## config.mk

```make
export PLATFORM = sky130hd
export DESIGN_NAME = wav_header_parse_and_window_capture_core
export DESIGN_NICKNAME = d
export VERILOG_FILES = /design/src/hdl/wavhp_pkg.sv /design/src/hdl/wav_header_parse_and_window_capture_core.sv /design/src/hdl/wavhp_parser.sv /design/src/hdl/wavhp_out_fifo.sv
export SDC_FILE = /design/constraint.sdc
export NUM_CORES = 1
export LEC_CHECK = 0
export ABC_CLOCK_PERIOD_IN_PS = 7860
export BUFFER_PORTS_ARGS = -buffer_cell sky130_fd_sc_hd__buf_2
export CAP_MARGIN = 20
export CORE_UTILIZATION = 35
export CTS_CLUSTER_SIZE = 20
export DETAILED_ROUTE_END_ITERATION = 12
export PLACE_DENSITY = 0.49
export SLEW_MARGIN = 25
export SYNTH_ARGS = -nofsm -noshare
export SYNTH_HDL_FRONTEND = slang
export SYNTH_SLANG_ARGS = --single-unit
```

## constraint.sdc

```tcl
create_clock -name clk_i -period 7.86 [get_ports clk_i]
set_input_delay 1.572 -clock clk_i [delete_from_list [all_inputs] [get_ports clk_i]]
set_output_delay 1.572 -clock clk_i [all_outputs]
set_load 0.03 [all_outputs]
```

## src/hdl/wavhp_pkg.sv

```systemverilog
// types, codes and constants shared by the wav header parser and capture block
// no dependencies
package wavhp_pkg;

  // configuration register indexes
  localparam logic [1:0] CfgExpectedRate = 2'd0;
  localparam logic [1:0] CfgSkipBytes    = 2'd1;
  localparam logic [1:0] CfgWindowLength = 2'd2;

  localparam logic [31:0] ExpectedRateReset = 32'd8000;
  localparam logic [23:0] SkipBytesReset    = 24'd0;
  localparam logic [15:0] WindowLengthReset = 16'd512;

  // status codes
  localparam logic [2:0] StOk          = 3'd0;
  localparam logic [2:0] StRiffWave    = 3'd1;
  localparam logic [2:0] StFmtId       = 3'd2;
  localparam logic [2:0] StFmtLength   = 3'd3;
  localparam logic [2:0] StFormat      = 3'd4;
  localparam logic [2:0] StDataId      = 3'd5;
  localparam logic [2:0] StTruncSample = 3'd6;

  // chunk ids, first byte of the file in the top byte
  localparam logic [31:0] RiffId = 32'h52494646;
  localparam logic [31:0] WaveId = 32'h57415645;
  localparam logic [31:0] FmtId  = 32'h666d7420;
  localparam logic [31:0] DataId = 32'h64617461;

  localparam logic signed [7:0] MinInit = 8'sh7f;
  localparam logic signed [7:0] MaxInit = 8'sh80;

  typedef enum logic [7:0] {
    PhIdle     = 8'b0000_0001,
    PhMain     = 8'b0000_0010,
    PhFmtHdr   = 8'b0000_0100,
    PhFmtVal   = 8'b0000_1000,
    PhFmtExtra = 8'b0001_0000,
    PhDataHdr  = 8'b0010_0000,
    PhSkip     = 8'b0100_0000,
    PhWindow   = 8'b1000_0000
  } phase_e;

  typedef struct packed {
    logic       start_of_file;
    logic [7:0] file_byte;
    logic       end_of_file;
  } in_item_t;

  typedef struct packed {
    logic              kind;
    logic signed [7:0] sample;
    logic [2:0]        status;
    logic [7:0]        amplitude;
    logic              last;
  } out_item_t;

  // results produced by one byte, item0 first
  typedef struct packed {
    logic [1:0] n;
    out_item_t  item0;
    out_item_t  item1;
  } push_t;

  function automatic logic [7:0] id_byte(logic [31:0] id, logic [1:0] idx);
    logic [1:0] lane;
    lane = 2'd3 - idx;
    return id[{lane, 3'b000} +: 8];
  endfunction

  function automatic out_item_t make_status(logic [2:0] st, logic signed [7:0] mn,
                                            logic signed [7:0] mx);
    out_item_t  r;
    logic [8:0] diff;
    diff        = 9'({mx[7], mx}) - 9'({mn[7], mn});
    r           = '0;
    r.kind      = 1'b1;
    r.status    = st;
    r.last      = 1'b1;
    if (st == StOk && mx >= mn) begin
      r.amplitude = diff[7:0];
    end
    return r;
  endfunction

endpackage

```

## src/hdl/wav_header_parse_and_window_capture_core.sv

```systemverilog
// top level: wav header parser with sample window capture
// depends on wavhp_pkg, wavhp_parser, wavhp_out_fifo
// path: a byte passes the input register, then the result queue
// throughput: one byte a cycle while the result queue has room; the final
// window byte gives two results, which leave the four-entry queue one by one
// reset: asynchronous; parse state, queue and config registers go to defaults
module wav_header_parse_and_window_capture_core (
  input  logic                 clk_i,
  input  logic                 rst_ni,
  input  logic                 cfg_we_i,
  input  logic [1:0]           cfg_idx_i,
  input  logic [31:0]          cfg_wdata_i,
  input  logic                 in_valid_i,
  output logic                 in_ready_o,
  input  wavhp_pkg::in_item_t  in_data_i,
  output logic                 out_valid_o,
  input  logic                 out_ready_i,
  output wavhp_pkg::out_item_t out_data_o
);

  wavhp_pkg::push_t push;
  logic             space;

  wavhp_parser u_parser (
    .clk_i       (clk_i),
    .rst_ni      (rst_ni),
    .cfg_we_i    (cfg_we_i),
    .cfg_idx_i   (cfg_idx_i),
    .cfg_wdata_i (cfg_wdata_i),
    .in_valid_i  (in_valid_i),
    .in_ready_o  (in_ready_o),
    .in_data_i   (in_data_i),
    .space_i     (space),
    .push_o      (push)
  );

  wavhp_out_fifo u_out_fifo (
    .clk_i       (clk_i),
    .rst_ni      (rst_ni),
    .push_i      (push),
    .space_o     (space),
    .out_valid_o (out_valid_o),
    .out_ready_i (out_ready_i),
    .out_data_o  (out_data_o)
  );

endmodule

```

## src/hdl/wavhp_parser.sv

```systemverilog
// input register, configuration registers and the per-byte parse step
// depends on wavhp_pkg
module wavhp_parser (
  input  logic                clk_i,
  input  logic                rst_ni,
  input  logic                cfg_we_i,
  input  logic [1:0]          cfg_idx_i,
  input  logic [31:0]         cfg_wdata_i,
  input  logic                in_valid_i,
  output logic                in_ready_o,
  input  wavhp_pkg::in_item_t in_data_i,
  input  logic                space_i,
  output wavhp_pkg::push_t    push_o
);

  logic [31:0] expected_rate_q;
  logic [23:0] skip_bytes_q;
  logic [15:0] window_length_q;

  logic                in_valid_q;
  wavhp_pkg::in_item_t in_item_q;
  logic                fire;

  wavhp_pkg::phase_e phase_q, phase_d;
  logic [23:0]       pos_q, pos_d;
  logic [31:0]       extra_q, extra_d;
  logic [31:0]       fa_q, fa_d;
  logic              idm_q, idm_d;
  logic              fmm_q, fmm_d;
  logic signed [7:0] min_q, min_d;
  logic signed [7:0] max_q, max_d;
  wavhp_pkg::push_t  push;

  assign fire       = in_valid_q && space_i;
  assign in_ready_o = !in_valid_q || fire;

  always_ff @(posedge clk_i or negedge rst_ni) begin
    if (!rst_ni) begin
      expected_rate_q <= wavhp_pkg::ExpectedRateReset;
      skip_bytes_q    <= wavhp_pkg::SkipBytesReset;
      window_length_q <= wavhp_pkg::WindowLengthReset;
    end else if (cfg_we_i) begin
      unique case (cfg_idx_i)
        wavhp_pkg::CfgExpectedRate: expected_rate_q <= cfg_wdata_i;
        wavhp_pkg::CfgSkipBytes:    skip_bytes_q    <= cfg_wdata_i[23:0];
        wavhp_pkg::CfgWindowLength: window_length_q <= cfg_wdata_i[15:0];
        default: ;
      endcase
    end
  end

  always_ff @(posedge clk_i or negedge rst_ni) begin
    if (!rst_ni) begin
      in_valid_q <= 1'b0;
    end else if (in_ready_o) begin
      in_valid_q <= in_valid_i;
    end
  end

  always_ff @(posedge clk_i) begin
    if (in_ready_o && in_valid_i) begin
      in_item_q <= in_data_i;
    end
  end

  always_comb begin
    logic [7:0]        b;
    logic [23:0]       pinc;
    logic signed [7:0] s;
    phase_d = phase_q;
    pos_d   = pos_q;
    extra_d = extra_q;
    fa_d    = fa_q;
    idm_d   = idm_q;
    fmm_d   = fmm_q;
    min_d   = min_q;
    max_d   = max_q;
    push    = '0;
    b       = in_item_q.file_byte;
    s       = {~b[7], b[6:0]};
    pinc    = 24'd0;
    if (fire) begin
      if (in_item_q.start_of_file) begin
        phase_d = wavhp_pkg::PhMain;
        pos_d   = '0;
        extra_d = '0;
        fa_d    = '0;
        idm_d   = 1'b0;
        fmm_d   = 1'b0;
        min_d   = wavhp_pkg::MinInit;
        max_d   = wavhp_pkg::MaxInit;
      end
      pinc = pos_d + 24'd1;
      if (phase_d != wavhp_pkg::PhIdle && in_item_q.end_of_file) begin
        push.n = 2'd1;
        unique case (phase_d)
          wavhp_pkg::PhMain:
            push.item0 = wavhp_pkg::make_status(wavhp_pkg::StRiffWave, min_d, max_d);
          wavhp_pkg::PhFmtHdr:
            push.item0 = wavhp_pkg::make_status(wavhp_pkg::StFmtId, min_d, max_d);
          wavhp_pkg::PhFmtVal, wavhp_pkg::PhFmtExtra:
            push.item0 = wavhp_pkg::make_status(wavhp_pkg::StFmtLength, min_d, max_d);
          wavhp_pkg::PhDataHdr:
            push.item0 = wavhp_pkg::make_status(wavhp_pkg::StDataId, min_d, max_d);
          default:
            push.item0 = wavhp_pkg::make_status(wavhp_pkg::StTruncSample, min_d, max_d);
        endcase
        phase_d = wavhp_pkg::PhIdle;
      end else begin
        unique case (phase_d)
          wavhp_pkg::PhMain: begin
            if (pos_d < 24'd4 && b != wavhp_pkg::id_byte(wavhp_pkg::RiffId, pos_d[1:0])) begin
              idm_d = 1'b1;
            end
            if (pos_d >= 24'd8 && pos_d < 24'd12 &&
                b != wavhp_pkg::id_byte(wavhp_pkg::WaveId, pos_d[1:0])) begin
              idm_d = 1'b1;
            end
            pos_d = pinc;
            if (pinc >= 24'd12) begin
              if (idm_d) begin
                push.n     = 2'd1;
                push.item0 = wavhp_pkg::make_status(wavhp_pkg::StRiffWave, min_d, max_d);
                phase_d    = wavhp_pkg::PhIdle;
              end else begin
                phase_d = wavhp_pkg::PhFmtHdr;
                pos_d   = '0;
                fa_d    = '0;
              end
            end
          end
          wavhp_pkg::PhFmtHdr: begin
            if (pos_d < 24'd4) begin
              if (b != wavhp_pkg::id_byte(wavhp_pkg::FmtId, pos_d[1:0])) begin
                idm_d = 1'b1;
              end
            end else if (pos_d < 24'd8) begin
              fa_d[{pos_d[1:0], 3'b000} +: 8] = fa_d[{pos_d[1:0], 3'b000} +: 8] | b;
            end
            pos_d = pinc;
            if (pinc >= 24'd8) begin
              if (idm_d) begin
                push.n     = 2'd1;
                push.item0 = wavhp_pkg::make_status(wavhp_pkg::StFmtId, min_d, max_d);
                phase_d    = wavhp_pkg::PhIdle;
              end else if (fa_d < 32'd16) begin
                push.n     = 2'd1;
                push.item0 = wavhp_pkg::make_status(wavhp_pkg::StFmtLength, min_d, max_d);
                phase_d    = wavhp_pkg::PhIdle;
              end else begin
                extra_d = fa_d - 32'd16;
                phase_d = wavhp_pkg::PhFmtVal;
                pos_d   = '0;
                fmm_d   = 1'b0;
              end
            end
          end
          wavhp_pkg::PhFmtVal, wavhp_pkg::PhFmtExtra: begin
            logic check;
            check = 1'b0;
            if (phase_d == wavhp_pkg::PhFmtVal) begin
              // audio format and channel count are both little-endian one
              if ((pos_d == 24'd0 || pos_d == 24'd2) && b != 8'd1) fmm_d = 1'b1;
              if ((pos_d == 24'd1 || pos_d == 24'd3 || pos_d == 24'd15) && b != 8'd0) begin
                fmm_d = 1'b1;
              end
              if (pos_d >= 24'd4 && pos_d < 24'd8 &&
                  b != expected_rate_q[{pos_d[1:0], 3'b000} +: 8]) begin
                fmm_d = 1'b1;
              end
              if (pos_d == 24'd14 && b != 8'd8) fmm_d = 1'b1;
              pos_d = pinc;
              if (pinc >= 24'd16) begin
                if (extra_d == '0) check = 1'b1;
                else phase_d = wavhp_pkg::PhFmtExtra;
              end
            end else begin
              if (extra_d != '0) extra_d = extra_d - 32'd1;
              if (extra_d == '0) check = 1'b1;
            end
            if (check) begin
              if (fmm_d) begin
                push.n     = 2'd1;
                push.item0 = wavhp_pkg::make_status(wavhp_pkg::StFormat, min_d, max_d);
                phase_d    = wavhp_pkg::PhIdle;
              end else begin
                phase_d = wavhp_pkg::PhDataHdr;
                pos_d   = '0;
                idm_d   = 1'b0;
              end
            end
          end
          wavhp_pkg::PhDataHdr, wavhp_pkg::PhSkip: begin
            logic to_window;
            to_window = 1'b0;
            pos_d     = pinc;
            if (phase_d == wavhp_pkg::PhDataHdr) begin
              if (pinc <= 24'd4 && b != wavhp_pkg::id_byte(wavhp_pkg::DataId, pinc[1:0] - 2'd1)) begin
                idm_d = 1'b1;
              end
              if (pinc >= 24'd8) begin
                if (idm_d) begin
                  push.n     = 2'd1;
                  push.item0 = wavhp_pkg::make_status(wavhp_pkg::StDataId, min_d, max_d);
                  phase_d    = wavhp_pkg::PhIdle;
                end else begin
                  phase_d = wavhp_pkg::PhSkip;
                  pos_d   = '0;
                  if (skip_bytes_q == '0) to_window = 1'b1;
                end
              end
            end else if (pinc >= skip_bytes_q) begin
              to_window = 1'b1;
            end
            if (to_window) begin
              phase_d = wavhp_pkg::PhWindow;
              pos_d   = '0;
              min_d   = wavhp_pkg::MinInit;
              max_d   = wavhp_pkg::MaxInit;
              if (window_length_q == '0) begin
                push.n     = 2'd1;
                push.item0 = wavhp_pkg::make_status(wavhp_pkg::StOk, min_d, max_d);
                phase_d    = wavhp_pkg::PhIdle;
              end
            end
          end
          wavhp_pkg::PhWindow: begin
            push.n            = 2'd1;
            push.item0        = '0;
            push.item0.sample = s;
            if (s < min_d) min_d = s;
            if (s > max_d) max_d = s;
            pos_d = pinc;
            if (pinc >= {8'd0, window_length_q}) begin
              push.n     = 2'd2;
              push.item1 = wavhp_pkg::make_status(wavhp_pkg::StOk, min_d, max_d);
              phase_d    = wavhp_pkg::PhIdle;
            end
          end
          default: ;
        endcase
      end
    end
  end

  always_ff @(posedge clk_i or negedge rst_ni) begin
    if (!rst_ni) begin
      phase_q <= wavhp_pkg::PhIdle;
      pos_q   <= '0;
      extra_q <= '0;
      fa_q    <= '0;
      idm_q   <= 1'b0;
      fmm_q   <= 1'b0;
      min_q   <= wavhp_pkg::MinInit;
      max_q   <= wavhp_pkg::MaxInit;
    end else begin
      phase_q <= phase_d;
      pos_q   <= pos_d;
      extra_q <= extra_d;
      fa_q    <= fa_d;
      idm_q   <= idm_d;
      fmm_q   <= fmm_d;
      min_q   <= min_d;
      max_q   <= max_d;
    end
  end

  assign push_o = push;

endmodule

```

## src/hdl/wavhp_out_fifo.sv

```systemverilog
// four-entry result queue taking up to two results a cycle while it has room, one out a cycle while the output is ready
// depends on wavhp_pkg
module wavhp_out_fifo (
  input  logic                 clk_i,
  input  logic                 rst_ni,
  input  wavhp_pkg::push_t     push_i,
  output logic                 space_o,
  output logic                 out_valid_o,
  input  logic                 out_ready_i,
  output wavhp_pkg::out_item_t out_data_o
);

  wavhp_pkg::out_item_t mem_q [4];
  logic [1:0] wr_ptr_q, rd_ptr_q;
  logic [2:0] count_q;
  logic       pop;

  assign out_valid_o = count_q != 3'd0;
  assign out_data_o  = mem_q[rd_ptr_q];
  assign pop         = out_valid_o && out_ready_i;
  // room for the worst case of two results from the next byte
  assign space_o     = count_q <= 3'd2;

  always_ff @(posedge clk_i) begin
    if (push_i.n != 2'd0) mem_q[wr_ptr_q] <= push_i.item0;
    if (push_i.n == 2'd2) mem_q[wr_ptr_q + 2'd1] <= push_i.item1;
  end

  always_ff @(posedge clk_i or negedge rst_ni) begin
    if (!rst_ni) begin
      wr_ptr_q <= '0;
      rd_ptr_q <= '0;
      count_q  <= '0;
    end else begin
      wr_ptr_q <= wr_ptr_q + push_i.n;
      if (pop) rd_ptr_q <= rd_ptr_q + 2'd1;
      count_q <= count_q + {1'b0, push_i.n} - {2'b00, pop};
    end
  end

endmodule
```

==> out/results.ini <==
[routing]
wl_per_cell_um = 22.95
avgViaCountPerCell = 5.923
drtPass1Iterations = 5
vias = 17980
final_antenna_net_count = 0
drc = 0
routed_wl_um = 69640
drt_iter0_drc = 1875

[final_layout]
stdcell_count = 3035
fin_area_um2 = 21950
final_cell_mix = nand2_1, nor2_1, dfrtp_1
diodes = 0
area_delta_synth_final_pct = 11.37
final_common_cell = nand2_1
nNetsFinal = 2380
drive_gt1_share_pct = 15.04

[grt]
grt_pass1_vias = 17330
overflow = 0
track_usage_pct = 24.36
grt_max_degree = 75
antenna_found_initial = 0
grt_pass1_wl_um = 107600

[synth]
synth_top_family_by_area = simple AND/OR/NAND/NOR gates
ys_async_sr_fraction_pct = 68.31
synth_top_cell_area_share_pct = 22.60
yosys-top-cells-area = dfrtp_1, edfxtp_1, nand2_1
synth_compound_area_share_pct = 18.47
yosysTopAreaCell = dfrtp_1
ys_types = 99
ys_seq_area_share_pct = 36.21
yosys.area_share.simple_pct = 21.64
synth_warnings = 0
syn_inst = 2258
muxShareOfSynthArea_pct = 10.89
synthFlopType = dfrtp_1
synth_edf_count = 46
synth_adder_area_share_pct = 4.698
syn_nets = 2379
syn_area_um2 = 19710
synthXorXnorAreaFrac_pct = 3.111
avgSynthCellArea_um2 = 8.728
synth_seq_cells = 284

[worst_setup_path]
reg2reg_to = u_out_fifo.count_q[2]
path_cells = nor2b_1, ha_1, and4_1, nand2_1, or4_1, a21oi_1, ha_1, nand4_1, nor3_1, a311oi_1, nand3_1, nand2_1, o22ai_1, a2111oi_2, o211ai_1, o21ai_0, ha_1, inv_1, ha_1, inv_1, fa_1, xor2_1, xnor2_1
crit_top_cell = ha_1
reg2reg_slack_ps = 1240
r2r-start = u_parser.in_item_q[9]
cpLargestDelayFamily = simple AND/OR/NAND/NOR gates
slowest_stage = ha_1
cp.required_ps = 8300
cp_max_fo = 14
crit_start = u_parser.in_item_q[9]
end_kind = flip-flop
setup.worst_path.start_class = flip-flop
reg2reg_depth = 23
arrival_ps = 7050
worst-path-buf-inv = 2
path_class = reg2reg
max_stage_delay_ps = 580

[pwr]
powerDensity_nw_per_um2 = 278.1
peakVddDrop_v = 0.0001958
p_leak_nw = 9.384

[sta]
finalSetupTns_ps = 0
min_period_ps = 6615
hold_viol = 0
setup_viol = 0
max_slew_margin_pct = 20.15
slew_violations = 0
fmax_mhz = 151.2
period_share_pct = 84.16
fin_skew_ps = 20.04
grt_setup_unrepaired = no
tightest_slew_ps = 1187

[die]
io_pins = 72
fp.dieH_um = 239.3
initial_core_util_pct = 35.56
die_width_um = 239.3
core-area_um2 = 55420
die_area_um2 = 57260
rows = 86

[placed_design]
port_buffers = 71
dpl.hpwl_um = 50380
dpl_cell_area_um2 = 20720
dp.cells = 2968
gp_congestion = 0.9197

[outcome]
status = finished clean

[clock_tree]
path_clk_slew_ps = 60
clk_path_buf_depth = 3
insertion_delay_ps = 560
htreeDepth = 2
cts_setup_buffers = 0
cts.repair.resized = 0
cts_sinks = 284
cts_tree = done
cts_made_buffers = 37
cts-hold-fix-buffers = 0
root_buffer = clkbuf_16

[worst_hold_path]
holdPathEnd = u_out_fifo.mem_q[2][15]
hold_class = reg2reg
holdPathStages = 2
worstHoldStart = u_out_fifo.mem_q[2][15]

[run]
drv_cap = 0

[cells by family (layout without fill, tap and decap cells)]
kind of cell / count (synthesis) / after routing
adder cells (fa/ha/maj): 73 / 73
AO/OA/AOI/OAI: 552 / 552
multiplexers: 178 / 178
flip-flops: 284 / 284
XOR/XNOR: 70 / 70
AND/OR/NAND/NOR: 858 / 858
buffers and inverters: 243 / 272
[report_power, final]
group          internal, mW  switching, mW
Clock                  1.03          0.697
Combinational         0.843           1.65
Sequential             1.69          0.200
Total                  3.56           2.55
[area by class of cell]
cell class | count | area [um^2]
clock inverters | 13 | 148.9
fillers | 5580 | 33470
well taps | 748 | 935.9
multi-input cells | 1731 | 11600
clock buffers | 54 | 1079
flip-flops and latches | 284 | 7138
repair buffers | 118 | 716.9
inverters | 87 | 326.6
[flip-flops by register name, summed over array words and instances, names as in the netlist, 3 cells and up]
register and count:
u_out_fifo.mem_q 80, u_parser.expected_rate_q 32, u_parser.extra_q 32, u_parser.fa_q 32, u_parser.pos_q 24, u_parser.skip_bytes_q 24
u_parser.window_length_q 16, u_parser.in_item_q 10, u_parser.max_q 8, u_parser.min_q 8, u_parser.phase_q 8, u_out_fifo.count_q 3
[cells in the mapped netlist, types with 13 or more instances]
master / count
a21o_1: 26
a21oi_1: 127
a22o_1: 34
a31oi_1: 20
and2_1: 15
and3_1: 31
buf_2: 25
clkbuf_1: 111
dfrtp_1: 178
dfstp_2: 16
dfxtp_1: 44
edfxtp_1: 46
ha_1: 70
inv_1: 85
mux2_2: 81
mux2i_1: 76
mux4_2: 21
nand2_1: 253
nand2b_1: 14
nand3_1: 92
nand4_1: 22
nor2_1: 192
nor2b_1: 29
nor3_1: 57
nor3b_1: 17
nor4_1: 38
o211ai_1: 13
o21ai_0: 137
o221ai_1: 14
o22ai_1: 36
o31ai_1: 13
or2_2: 18
or3_1: 18
xnor2_1: 41
xor2_1: 29
[how the worst max path moves through the flow]
stage | end | cells after the start
3_3_place_gp | u_out_fifo.count_q[2] | 23
3_5_place_dp | u_out_fifo.count_q[2] | 23
5_1_grt | u_out_fifo.count_q[2] | 23
4_1_cts | u_out_fifo.count_q[2] | 23
6_report | u_out_fifo.count_q[2] | 23
2_1_floorplan | u_out_fifo.mem_q[2][1] | 32
[tightest hold or removal path: stages, from the launching register on]
cell and delay (ps):
dfxtp_1 300, nand2_1 50, mux2i_1 50
[through the flow]
stage	util [%]	hold slack, ps	power, mW	worst slack [ps]
6_report	39.61	451.3	6.104	1245
5_1_grt	39.61	471.3	6.438	749.1
4_1_cts	39.61	456.5	6.140	1358
3_5_place_dp	37.39	448.4	4.385	1387
3_3_place_gp	37.39	442.5	4.368	1502
2_1_floorplan	-	434.8	3.575	1063
[per-layer routing]
layer / global-route usage, % / vias to the layer above / share of wire [%]
li1: - / 8303 / -
met1: 34.03 / 8838 / 45
met2: 38.59 / 713 / 46
met3: 3.504 / 121 / 6.6
met4: 7.770 / 0 / 2.9
met5: 0 / - / 0
Power figures use the tool's default switching activity.
